File: src/hw/rtl/cvae_pkg.sv
// Shared types, constants and codes of the voice allocator and envelope unit.
package cvae_pkg;

    // Default sizes handed to the top level parameters
    localparam int VOICE_COUNT_DEF = 64;
    localparam int CART_COUNT_DEF  = 64;
    localparam int FRAME_BITS_DEF  = 24;

    // Fixed field widths of the stream items
    localparam int CMD_W          = 3;
    localparam int CART_FIELD_W   = 6;
    localparam int VOICE_FIELD_W  = 6;
    localparam int LEN_FIELD_W    = 24;
    localparam int POS_FIELD_W    = 24;
    localparam int WEIGHT_W       = 24;
    localparam int S_TDATA_W      = 56;
    localparam int M_TDATA_W      = 64;
    localparam int M_TDATA_USED_W = 2 * VOICE_FIELD_W + POS_FIELD_W + WEIGHT_W;

    // Envelope Q1.23, gain Q4.20, gain smoothing state
    localparam int ENV_W   = 24;
    localparam int GAIN_W  = 24;
    localparam int GSTEP_W = 25;
    localparam int GCD_W   = 16;
    localparam int RF_W    = 16;
    localparam int PROD_W  = ENV_W + GAIN_W;
    localparam int ENV_FRAC = 23;
    localparam logic [ENV_W-1:0]  ENV_ONE  = 24'h800000;
    localparam logic [GAIN_W-1:0] GAIN_ONE = 24'h100000;

    // Result count per tick
    localparam int N_W = 7;
    localparam logic [N_W-1:0] MAX_REPORTS = 7'd64;

    // Iterative divider
    localparam int DIV_W     = 24;
    localparam int DIV_CNT_W = 5;

    // Configuration port
    localparam int CFG_W      = 24;
    localparam int CFG_ADDR_W = 2;
    localparam logic [CFG_ADDR_W-1:0] REG_ENVELOPE_STEP    = 2'd0;
    localparam logic [CFG_ADDR_W-1:0] REG_RELEASE_FRAMES   = 2'd1;
    localparam logic [CFG_ADDR_W-1:0] REG_GAIN_RAMP_FRAMES = 2'd2;
    localparam logic [ENV_W-1:0] ENVELOPE_STEP_RST    = 24'd17476;
    localparam logic [RF_W-1:0]  RELEASE_FRAMES_RST   = 16'd480;
    localparam logic [GCD_W-1:0] GAIN_RAMP_FRAMES_RST = 16'd960;

    typedef enum logic [CMD_W-1:0] {
        CMD_PLAY     = 3'd0,
        CMD_STOP     = 3'd1,
        CMD_STOP_ALL = 3'd2,
        CMD_FLUSH    = 3'd3,
        CMD_TICK     = 3'd4,
        CMD_SET_CART = 3'd5
    } cmd_code_t;

    typedef enum logic [1:0] {
        PH_IDLE    = 2'd0,
        PH_ATTACK  = 2'd1,
        PH_SUSTAIN = 2'd2,
        PH_RELEASE = 2'd3
    } phase_t;

    typedef enum logic [3:0] {
        ST_IDLE,
        ST_DECODE,
        ST_VREAD,
        ST_CREAD,
        ST_RELEASE,
        ST_EVAL,
        ST_ROUTE,
        ST_FADE_WAIT,
        ST_GAIN_ROUTE,
        ST_GAIN_WAIT,
        ST_ENV,
        ST_MUL,
        ST_EMIT,
        ST_TICK_END,
        ST_PLAY_CART,
        ST_PLAY_START
    } ctrl_state_t;

    // Commands from the controller to the datapath
    typedef struct packed {
        logic take;
        logic set_cart;
        logic flush;
        logic idx_clr;
        logic idx_inc;
        logic vscan;
        logic sel_cmd_cart;
        logic rel_write;
        logic eval;
        logic retire;
        logic fade_start;
        logic fade_done;
        logic gain_start;
        logic gain_done;
        logic env_step;
        logic mul;
        logic emit;
        logic writeback;
        logic out_last;
        logic tick_clr;
        logic play_start;
    } dp_cmd_t;

    // Status from the datapath to the controller
    typedef struct packed {
        cmd_code_t cmd;
        logic      cart_ok;
        logic      active_cur;
        logic      idx_last;
        logic      rel_hit;
        logic      w_retire;
        logic      w_fade;
        logic      w_gdiv;
        logic      env_retire;
        logic      div_done;
        logic      emit_ok;
        logic      pend_valid;
        logic      out_free;
    } dp_stat_t;

endpackage

File: src/hw/rtl/cvae_ctrl.sv
// Command sequencer: walks the voice table for play (valid cart), stop, stop all and tick.
module cvae_ctrl import cvae_pkg::*; (
    input  logic     clk,
    input  logic     rst_n,
    input  logic     s_valid,
    output logic     s_ready,
    input  dp_stat_t sts,
    output dp_cmd_t  ctl
);

    ctrl_state_t state_reg, state_next;

    always_ff @(posedge clk or negedge rst_n)
    begin
        if (!rst_n)
            state_reg <= ST_IDLE;
        else
            state_reg <= state_next;
    end

    // Next state and datapath commands
    always_comb
    begin
        ctrl_state_t after_walk;
        ctrl_state_t after_voice;

        state_next = state_reg;
        ctl        = '0;
        s_ready    = 1'b0;

        // where to go once the last voice is done
        unique case (sts.cmd)
            CMD_TICK: after_walk = ST_TICK_END;
            CMD_PLAY: after_walk = ST_PLAY_CART;
            default:  after_walk = ST_IDLE;
        endcase
        after_voice = sts.idx_last ? after_walk : ST_VREAD;

        unique case (state_reg)
            ST_IDLE:
            begin
                s_ready = 1'b1;
                if (s_valid)
                begin
                    ctl.take   = 1'b1;
                    state_next = ST_DECODE;
                end
            end
            ST_DECODE:
            begin
                state_next = ST_IDLE;
                unique case (sts.cmd)
                    CMD_PLAY:
                    begin
                        if (sts.cart_ok)
                        begin
                            ctl.idx_clr = 1'b1;
                            state_next  = ST_VREAD;
                        end
                    end
                    CMD_STOP, CMD_STOP_ALL:
                    begin
                        ctl.idx_clr = 1'b1;
                        state_next  = ST_VREAD;
                    end
                    CMD_FLUSH:
                        ctl.flush = 1'b1;
                    CMD_TICK:
                    begin
                        ctl.idx_clr  = 1'b1;
                        ctl.tick_clr = 1'b1;
                        state_next   = ST_VREAD;
                    end
                    CMD_SET_CART:
                        ctl.set_cart = sts.cart_ok;
                    default:
                        state_next = ST_IDLE;
                endcase
            end
            ST_VREAD:
            begin
                ctl.vscan = 1'b1;
                if (sts.active_cur)
                    state_next = ST_CREAD;
                else
                begin
                    ctl.idx_inc = !sts.idx_last;
                    state_next  = after_voice;
                end
            end
            ST_CREAD:
                state_next = (sts.cmd == CMD_TICK) ? ST_EVAL : ST_RELEASE;
            ST_RELEASE:
            begin
                ctl.rel_write = sts.rel_hit;
                ctl.idx_inc   = !sts.idx_last;
                state_next    = after_voice;
            end
            ST_EVAL:
            begin
                ctl.eval   = 1'b1;
                state_next = ST_ROUTE;
            end
            ST_ROUTE:
            begin
                priority if (sts.w_retire)
                begin
                    ctl.retire  = 1'b1;
                    ctl.idx_inc = !sts.idx_last;
                    state_next  = after_voice;
                end
                else if (sts.w_fade)
                begin
                    ctl.fade_start = 1'b1;
                    state_next     = ST_FADE_WAIT;
                end
                else
                    state_next = ST_GAIN_ROUTE;
            end
            ST_FADE_WAIT:
            begin
                if (sts.div_done)
                begin
                    ctl.fade_done = 1'b1;
                    state_next    = ST_GAIN_ROUTE;
                end
            end
            ST_GAIN_ROUTE:
            begin
                if (sts.w_gdiv)
                begin
                    ctl.gain_start = 1'b1;
                    state_next     = ST_GAIN_WAIT;
                end
                else
                    state_next = ST_ENV;
            end
            ST_GAIN_WAIT:
            begin
                if (sts.div_done)
                begin
                    ctl.gain_done = 1'b1;
                    state_next    = ST_ENV;
                end
            end
            ST_ENV:
            begin
                if (sts.env_retire)
                begin
                    ctl.retire  = 1'b1;
                    ctl.idx_inc = !sts.idx_last;
                    state_next  = after_voice;
                end
                else
                begin
                    ctl.env_step = 1'b1;
                    state_next   = ST_MUL;
                end
            end
            ST_MUL:
            begin
                ctl.mul    = 1'b1;
                state_next = ST_EMIT;
            end
            ST_EMIT:
            begin
                // hold until the output slot can take the pending result
                if (sts.emit_ok)
                begin
                    ctl.emit      = 1'b1;
                    ctl.writeback = 1'b1;
                    ctl.idx_inc   = !sts.idx_last;
                    state_next    = after_voice;
                end
            end
            ST_TICK_END:
            begin
                if (!sts.pend_valid)
                    state_next = ST_IDLE;
                else if (sts.out_free)
                begin
                    ctl.out_last = 1'b1;
                    state_next   = ST_IDLE;
                end
            end
            ST_PLAY_CART:
            begin
                ctl.sel_cmd_cart = 1'b1;
                state_next       = ST_PLAY_START;
            end
            ST_PLAY_START:
            begin
                ctl.play_start = 1'b1;
                state_next     = ST_IDLE;
            end
            default:
                state_next = ST_IDLE;
        endcase
    end

endmodule

File: config.mk
export PLATFORM = sky130hd
export DESIGN_NAME = cvae_ctrl
export DESIGN_NICKNAME = d
export VERILOG_FILES = /design/src/hw/rtl/cvae_pkg.sv /design/src/hw/rtl/cvae_ctrl.sv
export SDC_FILE = /design/constraint.sdc
export NUM_CORES = 1
export LEC_CHECK = 0
export BUFFER_PORTS_ARGS = -buffer_cell sky130_fd_sc_hd__buf_2
export CORE_MARGIN = 5
export CORE_UTILIZATION = 52
export CTS_BUF_LIST = sky130_fd_sc_hd__clkbuf_2 sky130_fd_sc_hd__clkbuf_4 sky130_fd_sc_hd__clkbuf_8
export DETAILED_ROUTE_END_ITERATION = 6
export GPL_ROUTABILITY_DRIVEN = 0
export MAX_ROUTING_LAYER = met4
export PLACE_DENSITY = 0.95
export RECOVER_POWER = 25
export SETUP_SLACK_MARGIN = 0.02
export SLEW_MARGIN = 20
export SYNTH_ARGS = -nofsm -noshare
export SYNTH_HDL_FRONTEND = slang
export SYNTH_SLANG_ARGS = --single-unit
File: constraint.sdc
create_clock -name clk -period 2.57 [get_ports clk]
set_input_delay 0.3855 -clock clk [delete_from_list [all_inputs] [get_ports clk]]
set_output_delay 0.3855 -clock clk [all_outputs]
set_load 0.02 [all_outputs]
==> metrics.txt <==
worst r2r path cells 4; total setup buffers inserted after CTS 0; Final Slew Violations 0; total of max-cap violations 0; FF+latch area roughly 100 um2; Die Wd roughly 50 um; initial DRC count 75; vias post-DR ~1200; drt wl/cell 16.4 um; warnings from Yosys 0; Site Rows 14; RSZ-0062 raised after global routing no; Remaining DRCs 0; cell area after synthesis about 860 um2; Post-DP HPWL between 2 and 2.5 mm; vias in the first global route around 1000; GRT Total Usage between 20% and 30%; critical path class reg -> out; Fin Setup TNS 0 ps; clock slew at reported path FFs approximately 40 ps; fmax about 420 MHz; syn_area_per_cell 7.12 um2; power per cell area 864 nW/um2; CP required 2180 ps; fin crit share 91.8%; CTS Sinks 4; Rel. slew slack 49.9%; Pwr Total around 900 uW; syn_nets approximately 140; TritonCTS clock tree done; share of cells above drive strength 1 28.6%; Post-synth EDFFs 0; startpoint types register; post-route ant nets 0; Root Buffer clkbuf_4; FFs w/ async S/R, synth 100%; die footprint 2570 um2; worst skew pair latency between 200 and 250 ps; synthesized flop and latch total 4; layout net count ~170; Static Leakage approximately 0.48 nW; Netlist cell types between 40 and 50; # IOs 40; CTS H-Tree Depth 1; fillcell total between 100 and 150; worst-path maximum fanout 27; Mapped Cells 121; Max VDD drop between 500 and 600 uV; P&R area growth vs syn 21.2%; total gr overflow 0; # setup viols final 0; Inserted Diodes 0; register area share after synthesis between 10 and 15%; number of buffers created by CTS 3; Worst EP arrival about 2000 ps; Yosys top cell area share approximately 12%; Slew @ Worst Pin approximately 750 ps; Pre-Repair DR Iteration Count 4; max reg flops 4; commonest cells after routing, fill and taps aside buf_2 (36), nor2_1 (11), nor2b_1 (7), nand2b_1 (7), nand2_1 (7); Hold Path Depth 3; largest net degree at the start of global routing 28; routed wire length approximately 2.8 mm; worst hold path type in -> reg; Clock Skew between 4 and 5 ps; status finished clean; CTS Buffer Depth 2; Port-buffer cells 39; most common cell after layout, fill and taps aside buf_2; core footprint 1540 um2; first-pass GRT wire length roughly 4.4 mm; initial antenna violation count 0; endpoint class of the critical path output pin; Die H ~50 um; Synth area leaders dfrtp_1 (12%), nand2b_1 (5.1%), nor2b_1 (5.1%), nor2_1 (4.8%), nor3b_1 (4.4%); largest area contributor in the netlist dfrtp_1; Primary FF master, synth dfrtp_1; fin crit period between 2000 and 2500 ps; area of the multi-input gates 671 um2; starting density of the core 55.9%; vias per cell around 6.8; final hold violation count 0
## synth_stat cells, types with 4 or more instances
| cell | count |
|---|---|
| nor3_1 | 6 |
| inv_1 | 4 |
| nor2_1 | 11 |
| nand2_1 | 7 |
| dfrtp_1 | 4 |
| o21ai_0 | 5 |
| buf_2 | 7 |
| nor3b_1 | 5 |
| nor4b_1 | 4 |
| nor2b_1 | 7 |
| nand2b_1 | 7 |
## cells by family after synthesis
kind of cell	after synthesis	share of synthesized area, %
buffers and inverters	16	10.6
AOI/OAI and AO/OA	30	27.6
and+or+nand+nor	69	48.0
DFF	4	11.6
xor gates and xnor gates	1	1.02
muxes	1	1.16
## timing repair
item,CTS,global route
hold buffers,1,0
endpoints found under the hold margin,4,0
gates resized for setup,0,0
endpoints found under the setup margin,0,0
## cell type report
type,instances,share of cell area [%]
sequential,4,9.58
multi-input combinational,101,64.2
inverter,4,1.44
timing repair buffer,42,20.7
clock buffer,3,2.16
tap,16,1.92
## metal layers
layer	part of all wire [%]	vias up	track usage [%]
met1	39	526	26.3
met3	11	13	5.03
met4	1.7	0	8.94
li1	-	525	-
met5	0	-	-
met2	48	86	33.3
## path summary, 6_finish.rpt
check | from | endpoint | slack, ps
worst min register to register | state_reg[2] | state_reg[2] | 990
max in group asynchronous | rst_n | state_reg[2] | 1830
min in group asynchronous | rst_n | state_reg[1] | 540
worst max register to register | state_reg[3] | state_reg[1] | 480
worst min-delay path | sts[3] | state_reg[1] | 510
worst max-delay path | state_reg[3] | ctl[18] | 210
## report_power, final
group	internal, mW	leakage, nW	switching (mW)	total, mW
Clock	0.0523	0.0138	0.0261	0.0784
Sequential	0.0870	0.0529	0.134	0.221
Combinational	0.270	0.415	0.333	0.603
Total	0.409	0.481	0.493	0.903
## critical path, cell delays in order, from the launching register on
cell and delay (ps):
dfrtp_1 650, nor4b_1 550, nand2_1 140, nor3b_1 200, buf_2 200
## per-stage QoR
step                utilization, %  hold slack [ps]  instance area [um2]  cells  setup slack [ps]
floorplan                        -             89.9                  862    121               480
global placement              65.9              190                 1020    166               588
detailed placement            65.9              193                 1020    166               480
CTS                           68.0              482                 1050    170               225
global route                  67.8              531                 1040    170              71.0
finish                        67.8              508                 1040    170               211
Note: power is estimated with default switching activity, not from simulation.
